## src/hdl/icp_pkg.sv

```systemverilog
package icp_pkg;

	localparam int CNT_W = 6;
	localparam logic [CNT_W-1:0] MAX_CHARS = 6'd31;

	localparam int PFX_W = 6;
	localparam int ADDR_W = 32;

	localparam logic [PFX_W-1:0] DEFAULT_PREFIX_RST = 6'd24;
	localparam logic [PFX_W-1:0] PREFIX_MAX = 6'd32;
	localparam logic [PFX_W-1:0] PREFIX_SAT = 6'd63;
	localparam logic [11:0] OCTET_MAX = 12'd255;

	localparam logic [7:0] CH_ZERO = 8'h30;
	localparam logic [7:0] CH_NINE = 8'h39;
	localparam logic [7:0] CH_DOT = 8'h2e;
	localparam logic [7:0] CH_SLASH = 8'h2f;

	typedef enum logic [2:0] {
		ERR_OK     = 3'd0,
		ERR_CHAR   = 3'd1,
		ERR_OCTET  = 3'd2,
		ERR_SHAPE  = 3'd3,
		ERR_PREFIX = 3'd4
	} err_t;

	// Register index for the configuration port
	localparam logic REG_DEFAULT_PREFIX = 1'b0;

	typedef struct packed {
		logic [7:0] char_code;
		logic       last_char;
	} char_t;

	typedef struct packed {
		logic              valid_res;
		err_t              error_kind;
		logic [ADDR_W-1:0] address;
		logic [PFX_W-1:0]  prefix_len;
		logic [ADDR_W-1:0] netmask;
	} res_t;

endpackage

```

## src/hdl/ipv4_cidr_text_parser_top.sv

```systemverilog
// Channel   | Direction | Handshake          | Payload
// s_        | in        | s_tvalid/s_tready  | tdata[7:0] char_code, tlast last_char
// m_        | out       | m_tvalid/m_tready  | tuser valid_res/error_kind, tdata addr/pfx/mask
// APB       | in        | psel/penable/pready| paddr 0: default_prefix[5:0]
//
// One character per cycle, unless a last character stalls. A character is held
// in the input register; when it advances, the parse state and, on the last
// character, the result register are updated together, which raises m_tvalid;
// the result is taken at an edge where m_tready is high.
// Reset clears all parse state and sets default_prefix to 24; no clearing pass.
// While a result waits in the output register, only a last character in the
// input register stalls; other characters keep flowing.
module ipv4_cidr_text_parser_top (
	input  logic        clk,
	input  logic        arst_n,
	input  logic        s_tvalid,
	output logic        s_tready,
	input  logic [7:0]  s_tdata,   // [7:0] char_code
	input  logic        s_tlast,
	output logic        m_tvalid,
	input  logic        m_tready,
	output logic [71:0] m_tdata,   // [31:0] address, [37:32] prefix_len, [69:38] netmask
	output logic [3:0]  m_tuser,   // [0] valid_res, [3:1] error_kind
	input  logic        psel,
	input  logic        penable,
	input  logic        pwrite,
	input  logic [2:0]  paddr,
	input  logic [31:0] pwdata,
	output logic [31:0] prdata,
	output logic        pready
);

	logic                      valid_s1;
	icp_pkg::char_t            item_s1;
	logic                      adv_s1;
	logic                      out_free;
	logic [icp_pkg::PFX_W-1:0] default_prefix_q;
	icp_pkg::res_t             res_c;
	icp_pkg::res_t             res_o;

	assign pready = 1'b1;
	assign prdata = (paddr[2] == icp_pkg::REG_DEFAULT_PREFIX) ?
		{26'd0, default_prefix_q} : 32'd0;

	always_ff @(posedge clk or negedge arst_n) begin
		if (!arst_n) begin
			default_prefix_q <= icp_pkg::DEFAULT_PREFIX_RST;
		end else if (psel && penable && pwrite && pready &&
		             paddr[2] == icp_pkg::REG_DEFAULT_PREFIX) begin
			default_prefix_q <= pwdata[icp_pkg::PFX_W-1:0];
		end
	end

	// advance unless a last character finds the result register occupied
	assign adv_s1 = valid_s1 && (!item_s1.last_char || out_free);
	assign s_tready = !valid_s1 || adv_s1;

	always_ff @(posedge clk or negedge arst_n) begin
		if (!arst_n) begin
			valid_s1 <= 1'b0;
		end else if (s_tready) begin
			valid_s1 <= s_tvalid;
		end
	end

	always_ff @(posedge clk) begin
		if (s_tvalid && s_tready) begin
			item_s1.char_code <= s_tdata;
			item_s1.last_char <= s_tlast;
		end
	end

	icp_parse u_parse (
		.clk            (clk),
		.arst_n         (arst_n),
		.step           (adv_s1),
		.item           (item_s1),
		.default_prefix (default_prefix_q),
		.res            (res_c)
	);

	icp_out_reg u_out (
		.clk      (clk),
		.arst_n   (arst_n),
		.load     (adv_s1 && item_s1.last_char),
		.res_in   (res_c),
		.m_tready (m_tready),
		.m_tvalid (m_tvalid),
		.res_q    (res_o),
		.free     (out_free)
	);

	assign m_tuser = {res_o.error_kind, res_o.valid_res};
	assign m_tdata = {2'b00, res_o.netmask, res_o.prefix_len, res_o.address};

	a_ready_when_empty: assert property (@(posedge clk) disable iff (!arst_n)
		!valid_s1 |-> s_tready)
		else $error("input stalled with empty input register");

	a_last_held: assert property (@(posedge clk) disable iff (!arst_n)
		(valid_s1 && item_s1.last_char && m_tvalid && !m_tready) |=> valid_s1)
		else $error("last character dropped while result stalled");

endmodule

```

## src/hdl/icp_parse.sv

```systemverilog
module icp_parse (
	input  logic                     clk,
	input  logic                     arst_n,
	input  logic                     step,
	input  icp_pkg::char_t           item,
	input  logic [icp_pkg::PFX_W-1:0] default_prefix,
	output icp_pkg::res_t            res
);

	logic [7:0]                  octet_acc_q;
	logic [23:0]                 upper_octets_q;
	logic [1:0]                  dot_count_q;
	logic                        digit_seen_q;
	logic                        in_prefix_q;
	logic                        prefix_stopped_q;
	logic [icp_pkg::PFX_W-1:0]   prefix_acc_q;
	icp_pkg::err_t               error_code_q;
	logic [icp_pkg::CNT_W-1:0]   char_count_q;

	logic [7:0]                  octet_acc_n;
	logic [23:0]                 upper_octets_n;
	logic [1:0]                  dot_count_n;
	logic                        digit_seen_n;
	logic                        in_prefix_n;
	logic                        prefix_stopped_n;
	logic [icp_pkg::PFX_W-1:0]   prefix_acc_n;
	icp_pkg::err_t               error_code_n;
	icp_pkg::err_t               err_fin;
	logic [icp_pkg::CNT_W-1:0]   char_count_n;

	logic                        is_digit;
	logic [3:0]                  dig;
	logic [11:0]                 octet_v;
	logic [9:0]                  prefix_v;
	logic [icp_pkg::PFX_W-1:0]   pre;
	logic [icp_pkg::PFX_W-1:0]   shamt;

	assign is_digit = (item.char_code >= icp_pkg::CH_ZERO) && (item.char_code <= icp_pkg::CH_NINE);
	assign dig = is_digit ? item.char_code[3:0] : 4'd0;
	// times ten as shift-and-add
	assign octet_v = {1'b0, octet_acc_q, 3'b000} + {3'b000, octet_acc_q, 1'b0} + {8'd0, dig};
	assign prefix_v = {1'b0, prefix_acc_q, 3'b000} + {3'b000, prefix_acc_q, 1'b0} + {6'd0, dig};

	always_comb begin
		octet_acc_n = octet_acc_q;
		upper_octets_n = upper_octets_q;
		dot_count_n = dot_count_q;
		digit_seen_n = digit_seen_q;
		in_prefix_n = in_prefix_q;
		prefix_stopped_n = prefix_stopped_q;
		prefix_acc_n = prefix_acc_q;
		error_code_n = error_code_q;
		char_count_n = char_count_q;
		if (char_count_q < icp_pkg::MAX_CHARS) begin
			char_count_n = char_count_q + 1'b1;
			if (error_code_q != icp_pkg::ERR_OK) begin
				// hold: first error wins
			end else if (in_prefix_q) begin
				if (!prefix_stopped_q) begin
					if (is_digit) begin
						prefix_acc_n = (prefix_v > {4'd0, icp_pkg::PREFIX_SAT}) ?
							icp_pkg::PREFIX_SAT : prefix_v[icp_pkg::PFX_W-1:0];
					end else begin
						prefix_stopped_n = 1'b1;
					end
				end
			end else if (is_digit) begin
				if (octet_v > icp_pkg::OCTET_MAX) begin
					error_code_n = icp_pkg::ERR_OCTET;
				end else begin
					octet_acc_n = octet_v[7:0];
					digit_seen_n = 1'b1;
				end
			end else if (item.char_code == icp_pkg::CH_DOT) begin
				if (!digit_seen_q || dot_count_q == 2'd3) begin
					error_code_n = icp_pkg::ERR_SHAPE;
				end else begin
					upper_octets_n = {upper_octets_q[15:0], octet_acc_q};
					octet_acc_n = 8'd0;
					digit_seen_n = 1'b0;
					dot_count_n = dot_count_q + 2'd1;
				end
			end else if (item.char_code == icp_pkg::CH_SLASH) begin
				if (!digit_seen_q || dot_count_q != 2'd3) begin
					error_code_n = icp_pkg::ERR_SHAPE;
				end
				in_prefix_n = 1'b1;
			end else begin
				error_code_n = icp_pkg::ERR_CHAR;
			end
		end
	end

	// close the string
	always_comb begin
		err_fin = error_code_n;
		pre = in_prefix_n ? prefix_acc_n : default_prefix;
		if (err_fin == icp_pkg::ERR_OK && !in_prefix_n &&
		    (!digit_seen_n || dot_count_n != 2'd3)) begin
			err_fin = icp_pkg::ERR_SHAPE;
		end
		if (err_fin == icp_pkg::ERR_OK && pre > icp_pkg::PREFIX_MAX) begin
			err_fin = icp_pkg::ERR_PREFIX;
		end
		shamt = icp_pkg::PREFIX_MAX - pre;
		if (err_fin == icp_pkg::ERR_OK) begin
			res.valid_res = 1'b1;
			res.error_kind = icp_pkg::ERR_OK;
			res.address = {upper_octets_n, octet_acc_n};
			res.prefix_len = pre;
			res.netmask = (pre == '0) ? '0 : ({icp_pkg::ADDR_W{1'b1}} << shamt);
		end else begin
			res.valid_res = 1'b0;
			res.error_kind = err_fin;
			res.address = '0;
			res.prefix_len = '0;
			res.netmask = '0;
		end
	end

	always_ff @(posedge clk or negedge arst_n) begin
		if (!arst_n) begin
			octet_acc_q <= '0;
			upper_octets_q <= '0;
			dot_count_q <= '0;
			digit_seen_q <= 1'b0;
			in_prefix_q <= 1'b0;
			prefix_stopped_q <= 1'b0;
			prefix_acc_q <= '0;
			error_code_q <= icp_pkg::ERR_OK;
			char_count_q <= '0;
		end else if (step) begin
			if (item.last_char) begin
				octet_acc_q <= '0;
				upper_octets_q <= '0;
				dot_count_q <= '0;
				digit_seen_q <= 1'b0;
				in_prefix_q <= 1'b0;
				prefix_stopped_q <= 1'b0;
				prefix_acc_q <= '0;
				error_code_q <= icp_pkg::ERR_OK;
				char_count_q <= '0;
			end else begin
				octet_acc_q <= octet_acc_n;
				upper_octets_q <= upper_octets_n;
				dot_count_q <= dot_count_n;
				digit_seen_q <= digit_seen_n;
				in_prefix_q <= in_prefix_n;
				prefix_stopped_q <= prefix_stopped_n;
				prefix_acc_q <= prefix_acc_n;
				error_code_q <= error_code_n;
				char_count_q <= char_count_n;
			end
		end
	end

	a_ok_has_no_err: assert property (@(posedge clk) disable iff (!arst_n)
		res.valid_res |-> res.error_kind == icp_pkg::ERR_OK)
		else $error("valid result carries an error kind");

	a_err_fields_zero: assert property (@(posedge clk) disable iff (!arst_n)
		!res.valid_res |-> (res.address == '0 && res.netmask == '0 && res.prefix_len == '0))
		else $error("error result with nonzero fields");

	a_prefix_sticky: assert property (@(posedge clk) disable iff (!arst_n)
		(step && !item.last_char && in_prefix_q) |=> in_prefix_q)
		else $error("prefix mode dropped mid-string");

endmodule

```

## src/hdl/icp_out_reg.sv

```systemverilog
module icp_out_reg (
	input  logic          clk,
	input  logic          arst_n,
	input  logic          load,
	input  icp_pkg::res_t res_in,
	input  logic          m_tready,
	output logic          m_tvalid,
	output icp_pkg::res_t res_q,
	output logic          free
);

	logic valid_q;

	assign free = !valid_q || m_tready;
	assign m_tvalid = valid_q;

	always_ff @(posedge clk or negedge arst_n) begin
		if (!arst_n) begin
			valid_q <= 1'b0;
		end else if (load) begin
			valid_q <= 1'b1;
		end else if (m_tready) begin
			valid_q <= 1'b0;
		end
	end

	// payload holds until the transaction completes
	always_ff @(posedge clk) begin
		if (load) begin
			res_q <= res_in;
		end
	end

endmodule
```

## config.mk

```make
export PLATFORM = sky130hd
export DESIGN_NAME = ipv4_cidr_text_parser_top
export DESIGN_NICKNAME = d
export VERILOG_FILES = /design/src/hdl/icp_pkg.sv /design/src/hdl/ipv4_cidr_text_parser_top.sv /design/src/hdl/icp_parse.sv /design/src/hdl/icp_out_reg.sv
export SDC_FILE = /design/constraint.sdc
export NUM_CORES = 1
export LEC_CHECK = 0
export BUFFER_PORTS_ARGS = -buffer_cell sky130_fd_sc_hd__buf_2
export CORE_MARGIN = 4
export CORE_UTILIZATION = 35
export CTS_CLUSTER_DIAMETER = 40
export DETAILED_ROUTE_END_ITERATION = 6
export PLACE_DENSITY = 0.58
export SLEW_MARGIN = 20
export SYNTH_ARGS = -nofsm -noshare
export SYNTH_HDL_FRONTEND = slang
export SYNTH_SLANG_ARGS = --single-unit
```

## constraint.sdc

```tcl
create_clock -name clk -period 12 [get_ports clk]
set_input_delay 2.4 -clock clk [delete_from_list [all_inputs] [get_ports clk]]
set_output_delay 2.4 -clock clk [all_outputs]
set_load 0.005 [all_outputs]
```

==> results of run 1 <==
final cells by class:
class	count	area share
Tap cell	270	0.0393
Timing Repair Buffer	110	0.0657
Inverter	20	0.00872
Clock inverter	13	0.0214
Sequential cell	143	0.464
Multi-Input combinational cell	458	0.350
Clock buffer	19	0.0503
metal layers:
metal	wire length, um	track usage	vias up
met5	0	0	-
met4	271	0.0399	0
met3	871	0.0321	22
met2	7000	0.208	145
met1	7750	0.195	2482
li1	-	-	2557
state kept, by name, indices dropped and copies added, names as in the netlist:
signal and flops:
default_prefix_q 6, u_parse.dot_count_q 2, u_parse.digit_seen_q 1, u_parse.prefix_acc_q 6, u_parse.upper_octets_q 24, u_parse.octet_acc_q 8
item_s1 9, u_out.res_q 74, u_parse.char_count_q 6, u_parse.in_prefix_q 1, u_out.m_tvalid 1, u_parse.error_code_q 3
valid_s1 1, u_parse.prefix_stopped_q 1
cells in the mapped netlist (5+ instances only):
cell | number | share of area
nor4_2 | 6 | 0.010
a31oi_1 | 8 | 0.0068
and4_1 | 7 | 0.0084
clkbuf_1 | 20 | 0.010
a21o_1 | 6 | 0.0062
dfrtp_1 | 58 | 0.20
buf_2 | 7 | 0.0048
nand2_1 | 82 | 0.042
inv_1 | 18 | 0.0092
and3_1 | 6 | 0.0051
and2_1 | 6 | 0.0051
xnor2_1 | 10 | 0.012
nor3_1 | 12 | 0.0082
mux2_2 | 7 | 0.011
nand4_1 | 5 | 0.0043
a21oi_1 | 46 | 0.031
a41oi_1 | 7 | 0.0084
buf_4 | 29 | 0.030
nor2b_1 | 10 | 0.0086
ha_1 | 34 | 0.058
o21ai_0 | 18 | 0.012
nand3_1 | 15 | 0.010
nor2_1 | 28 | 0.014
a22o_1 | 27 | 0.032
a211oi_1 | 23 | 0.024
nand2b_1 | 8 | 0.0068
edfxtp_1 | 83 | 0.34
metrics by stage:
stage	hold WS [ns]	setup slack [ns]	cells	util
2_1_floorplan	0.449	6.68	678	-
3_3_place_gp	0.462	6.34	1001	0.392
3_5_place_dp	0.465	6.31	1001	0.392
4_1_cts	0.479	6.27	1033	0.422
5_1_grt	0.512	5.82	1033	0.423
6_report	0.482	6.32	1033	0.423
power groups by stage:
stage / Combinational, mW / Sequential (mW) / Clock, mW
after global routing: 0.179 / 0.567 / 0.590
after detailed placement: 0.159 / 0.574 / 0
after floorplan: 0.116 / 0.572 / 0
final: 0.160 / 0.564 / 0.553
after global placement: 0.158 / 0.574 / 0
after CTS: 0.159 / 0.564 / 0.564
worst max-delay path: cells and delay by family, from the launching register on:
| family | cells | cell delay (ns) |
|---|---|---|
| AO/OA/AOI/OAI | 3 | 0.79 |
| flip-flops | 1 | 0.37 |
| buffers and inverters | 2 | 0.46 |
| AND/OR/NAND/NOR | 8 | 2.72 |
| XOR/XNOR | 1 | 0.15 |
| adder cells (fa/ha/maj) | 3 | 0.98 |
cell families (layout without fill, tap and decap cells):
kind of cell	count (synthesis)	after routing
simple gates	207	207
compound gates	165	165
flops	143	143
buf+inv	77	162
fa+ha+maj	36	36
xor+xnor	13	13
mux	8	8
other cells	2	29
worst max path at each step:
| stage | end | slack [ns] | depth (start not counted) |
|---|---|---|---|
| detailed placement | u_out.res_q[5] | 6.31 | 17 |
| finish | u_out.res_q[1] | 6.32 | 17 |
| CTS | u_out.res_q[1] | 6.27 | 17 |
| floorplan | u_out.res_q[0] | 6.68 | 5 |
| global placement | u_out.res_q[1] | 6.34 | 17 |
| global route | u_out.res_q[4] | 5.82 | 17 |
==> summary.txt, run 1 <==
Routing
  – WL/cell: 15.4 um
  – Number of remaining DRC errors: 0
  – DR iter-0 viols: 373
  – Detail Route Antenna Nets: 0
  – Drt first pass iters: 5
  – Routed vias/inst: slightly above 5
  – WL final: 15.9 mm
  – Via count: 5,206

Worst setup path
  – R2r setup slk: 6.32 ns
  – Crit path DAT: 5.92 ns
  – Critical Path End Type: register
  – R2R cell count: 17
  – CP Class: reg -> reg
  – Critical-path cell list: nor3b_2 -> and3_1 -> nand2_1 -> xnor2_1 -> ha_1 -> inv_1 -> fa_1 -> and3b_1 -> nand3_1 -> a211oi_1 -> a211o_1 -> and2_1 -> ha_1 -> a41oi_1 -> or4_2 -> buf_4 -> nor4_1
  – Crit Reg-Reg Endpoint: u_out.res_q[1]
  – Peak fanout along the critical path: 39
  – CP max stage cell: or4_2
  – Worst path required time: about 12 ns
  – Crit-path most repeated cell: ha_1
  – Worst setup startpoint: item_s1[8]
  – Max stage delay on crit path: 1.03 ns
  – Worst r2r src: item_s1[8]
  – Startpoint Class: register

Pwr
  – Maximum vdd drop: just over 0.1 mV
  – Internal power: 0.948 mW
  – Logic pwr share: 0.125
  – Total Power: 1.28 mW
  – Sequential power share: 0.442
  – Power Density: 148 nW/um2
  – Static leakage: roughly 3.6 nW
  – Clock share of power: 0.433
  – Net switching power: around 0.33 mW
  – Sw Ratio: 0.258

Logic synthesis
  – Yosys Warn Count: 0
  – Post-Syn Area per Cell: 11.2 um2
  – Yosys cell types: 69
  – Synth Area in Adders: 0.0636
  – Sequential-to-total area share from yosys stat: 0.546
  – Post-synthesis xor/xnor area fraction: 0.0156
  – Synthesized flop and latch total: 143
  – Mapped Area: 7320 um2
  – Post-synthesis mux area share: 0.0121
  – Async set or reset register ratio after synthesis: 0.420
  – Largest family of logic cells by synthesized area: compound AO/OA/AOI/OAI gates
  – Post-Synth Simple-Gate Area: 0.147
  – Compound-cell area share of the yosys netlist: 0.157
  – Mapped Cells: between 600 and 700
  – EDFF count, synth: 83
  – Synth Flop Type: edfxtp_1

Worst hold path
  – Hold worst-path end: u_parse.upper_octets_q[23]
  – Worst hold path type: reg -> reg
  – Hold Path Stages: 1
  – Hold path startpoint: u_parse.upper_octets_q[23]

Timing
  – Fin crit period: ~5.7 ns
  – Actual transition at the worst max-transition pin: 1.03 ns
  – Setup_tns: 0 ns
  – Crit share post-route: 0.474
  – Max Freq: 0.176 GHz
  – Worst rel slew slack: 0.304
  – Slew Viols, Final: 0
  – Final count of hold timing violations: 0
  – Post-route clock skew: 0.00884 ns
  – RSZ-0062 raised after global routing: false
  – Final setup fails: 0

Final layout
  – Commonest non-fill, non-tap cell in the layout: buf_2
  – Commonest non-fill, non-tap cells in the layout: buf_2 (104), edfxtp_1 (83), nand2_1 (82), dfrtp_1 (58), a21oi_1 (46)
  – Sequential cell area: 4000 um2
  – Proportion of layout cells with a drive suffix above 1: 0.233
  – Design Area, Final: around 8600 um2
  – Final net count: between 800 and 900
  – Ant. Diodes: 0
  – Fill cells: 1,909
  – Area grow syn2layout: 17.6%
  – Multi-input logic area: 3010 um2

Global routing
  – First-pass GRT wire length: around 26 mm
  – Vias in the first global route: slightly below 5,000
  – Gr usage total: 0.137
  – Antenna violations before repair: 0
  – Global route overflow: 0
  – Largest net degree at the start of global routing: 61

Clock tree
  – CTS max path bufs: 2
  – Sink Count: 143
  – CTS buffer count: 17
  – Hold Buf Count CTS: 0
  – Clk_lat worst skew: approximately 0.42 ns
  – CTS tree: built
  – CTS resizes: 0
  – H-tree Lvls: 4
  – Clk slew on worst S/H paths: 0.06 ns
  – Root Buffer: clkbuf_16
  – # Post-CTS Setup Buffers: 0

Floorplanning
  – Die width: 153 um
  – Initial Util: 0.359
  – IO Pins: 162
  – # rows: 52
  – Die area: 23,300 um2
  – Core area: 20,400 um2
  – Die height: 153 um

Place
  – Post-detail-place hpwl: ~11 mm
  – Placed cell area: around 8000 um2
  – Gpl congestion: 0.812
  – I/O Buffers: ~100

Job
  – Max-cap viol count: 0

Outcome
  – Status: finished clean
Note: power is estimated with default switching activity, not from simulation.
==> inputs of run 2 (changes only) <==
Settings changed: PLACE_DENSITY 0.58 to 0.6.
Clock period 12 ns to 5.2 ns, I/O delays scaled along.
==> run 2 against run 1 <==
Net effect:
- core utilization up 0.76 points
- sequential share of layout area down 0.82 points
- clock power up 130%
- clock skew up 0.00077 ns
- sequential cell count unchanged
- combinational power up 150%
- setup slack worse by 6.0 ns
- non-clock buffer count up 11
- via count up 1.4%
- critical path depth unchanged
- design area up 1.8%
- critical path type unchanged
==> summary.txt, run 2 (synthesis results as in run 1) <==
Outcome
  – Status: finished clean (unchanged)

Routing
  – WL final: 16.0 mm (was 15.9 mm)
  – DR iter-0 viols: 284 (was 373)
  – Via count: 5,279 (was 5,206)
  – Number of remaining DRC errors: 0 (unchanged)
  – Drt first pass iters: 5 (unchanged)
  – Detail Route Antenna Nets: 0 (unchanged)
  – Routed vias/inst: 5.06 (was 5.04)
  – WL/cell: 15.4 um (about the same)

Final layout
  – Commonest non-fill, non-tap cell in the layout: buf_2 (unchanged)
  – Commonest non-fill, non-tap cells in the layout: buf_2 (104), edfxtp_1 (83), nand2_1 (82), dfrtp_1 (58), a21oi_1 (46) (unchanged)
  – Fill cells: 1,916 (was 1,909)
  – Regs by FF count: u_out.res_q (74), u_parse.upper_octets_q (24), item_s1 (9) (unchanged)
  – Ant. Diodes: 0 (unchanged)
  – Max reg flops: 74 (unchanged)
  – Final net count: 848 (was 837)
  – Proportion of layout cells with a drive suffix above 1: 0.253 (was 0.233)
  – Design Area, Final: 8760 um2 (was 8610 um2)
  – Reg with most FFs: u_out.res_q (unchanged)
  – Non-Filler Instances: 1,044 (was 1,033)
  – Area grow syn2layout: 19.8% (was 17.6%)

Clock tree
  – CTS max path bufs: 2 (unchanged)
  – Clk slew on worst S/H paths: 0.06 ns (about the same)
  – Sink Count: 143 (unchanged)
  – CTS buffer count: 17 (unchanged)
  – CTS tree: built (unchanged)
  – H-tree Lvls: 4 (unchanged)
  – Root Buffer: clkbuf_16 (unchanged)
  – Clk_lat worst skew: 0.42 ns (about the same)

Timing
  – Hold slack: 0.476 ns (was 0.482 ns)
  – Post-route worst setup slack: 0.334 ns (was 6.32 ns)
  – Crit share post-route: 0.936 (was 0.474)
  – Max Freq: 0.206 GHz (was 0.176 GHz)
  – Worst rel slew slack: 0.432 (was 0.304)
  – Post-route clock skew: 0.00961 ns (was 0.00884 ns)
  – Final count of hold timing violations: 0 (unchanged)
  – Actual transition at the worst max-transition pin: 0.850 ns (was 1.03 ns)
  – Slew Viols, Final: 0 (unchanged)
  – Fin crit period: 4.87 ns (was 5.68 ns)
  – Final setup fails: 0 (unchanged)

Worst setup path
  – Critical Path End Type: register (unchanged)
  – R2R cell count: 17 (unchanged)
  – Worst path required time: 5.44 ns (was 12.23 ns)
  – Crit path DAT: 5.11 ns (was 5.92 ns)
  – Peak fanout along the critical path: 47 (was 39)
  – CP Class: reg -> reg (unchanged)
  – Startpoint Class: register (unchanged)

Floorplanning
  – # rows: 52 (unchanged)
  – Die height: 153 um (unchanged)
  – IO Pins: 162 (unchanged)
  – Initial Util: 0.359 (unchanged)
  – Die width: 153 um (unchanged)
  – Die area: 23,300 um2 (unchanged)
  – Core area: 20,400 um2 (unchanged)

Place
  – Pre-CTS setup slack: 0.0842 ns (was 6.31 ns)
  – I/O Buffers: 104 (unchanged)
  – Gpl congestion: 0.823 (was 0.812)
  – Cells after DPL: 1,010 (was 1,001)
  – Placed cell area: 8080 um2 (was 7980 um2)
  – Post-detail-place hpwl: 11.3 mm (was 11.1 mm)

Pwr
  – Maximum vdd drop: 0.232 mV (was 0.101 mV)
  – Power Density: 339 nW/um2 (was 148 nW/um2)
  – Static leakage: 3.65 nW (was 3.58 nW)

Global routing
  – First-pass GRT wire length: 26.5 mm (was 26.3 mm)
  – Largest net degree at the start of global routing: 48 (was 61)
  – Gr usage total: 0.138 (was 0.137)
  – Antenna violations before repair: 0 (unchanged)
  – Vias in the first global route: 5,056 (was 4,975)
  – Global route overflow: 0 (unchanged)

Job
  – Max-cap viol count: 0 (unchanged)

Worst hold path
  – Worst hold path type: reg -> reg (unchanged)
  – Hold Path Stages: 1 (unchanged)
[run 2: cell types whose count changed in the layout (fill, tap and decap cells not counted), sizes merged]
cell,delta
buf,+11
bufinv,-2
inv,+2
clkbuf,+1
clkinvlp,-1
[run 2: critical path, stage by stage (launching register included)]
cell	delay, ns
edfxtp_1	0.41
nor3b_4	0.25
and3_4	0.25
nand2_1	0.11
xnor2_1	0.15
ha_1	0.30
inv_1	0.06
fa_1	0.44
and3b_1	0.30
nand3_4	0.14
a211oi_2	0.29
a211o_1	0.21
and2_1	0.19
ha_2	0.22
a41oi_1	0.15
or4_2	0.70
buf_12	0.22
nor4_2	0.28
[run 2: path summary, 6_finish.rpt]
path                                       startpoint                         end  slack, ns
hold / removal             u_parse.upper_octets_q[23]  u_parse.upper_octets_q[23]       0.48
hold reg to reg            u_parse.upper_octets_q[23]  u_parse.upper_octets_q[23]       0.48
min in group asynchronous                      arst_n         default_prefix_q[1]       0.64
max in group asynchronous                      arst_n   u_parse.upper_octets_q[4]       3.65
setup / recovery                           item_s1[7]              u_out.res_q[2]       0.33
setup reg to reg                           item_s1[7]              u_out.res_q[2]       0.33
[run 2: cell type report]
class / count / area (um2) / area share
Clock buffer: 20 / 479 / 0.0547
Clock inverter: 12 / 145 / 0.0166
Inverter: 20 / 75.1 / 0.00857
Multi-Input combinational cell: 458 / 3050 / 0.349
Sequential cell: 143 / 4000 / 0.456
Tap cell: 270 / 338 / 0.0386
Timing Repair Buffer: 121 / 673 / 0.0768
[run 2: stage by stage]
stage	power, mW	setup TNS (ns)	util
after CTS	2.98	0	0.427
after floorplan	1.59	0	-
after global placement	1.71	0	0.397
final	2.97	0	0.430
after global routing	3.10	-0.105	0.430
after detailed placement	1.71	0	0.397
[run 2: power by group]
group	internal [mW]	total [mW]	switching, mW	leakage [nW]
logic	0.142	0.395	0.253	1.74
registers	1.26	1.30	0.0385	1.61
clock network	0.774	1.27	0.499	0.304
[run 2: layer usage]
metal	vias to the layer above	track usage	part of all wire
met1	2525	0.189	0.45
met2	157	0.215	0.47
met5	-	0	0
met4	0	0.0433	0.014
met3	18	0.0375	0.066
li1	2579	-	-
[run 2: repair_timing]
item	in CTS	in global routing
setup buffers	0	2
resized for setup	0	10
hold buffers	0	0
setup endpoints to repair	0	70
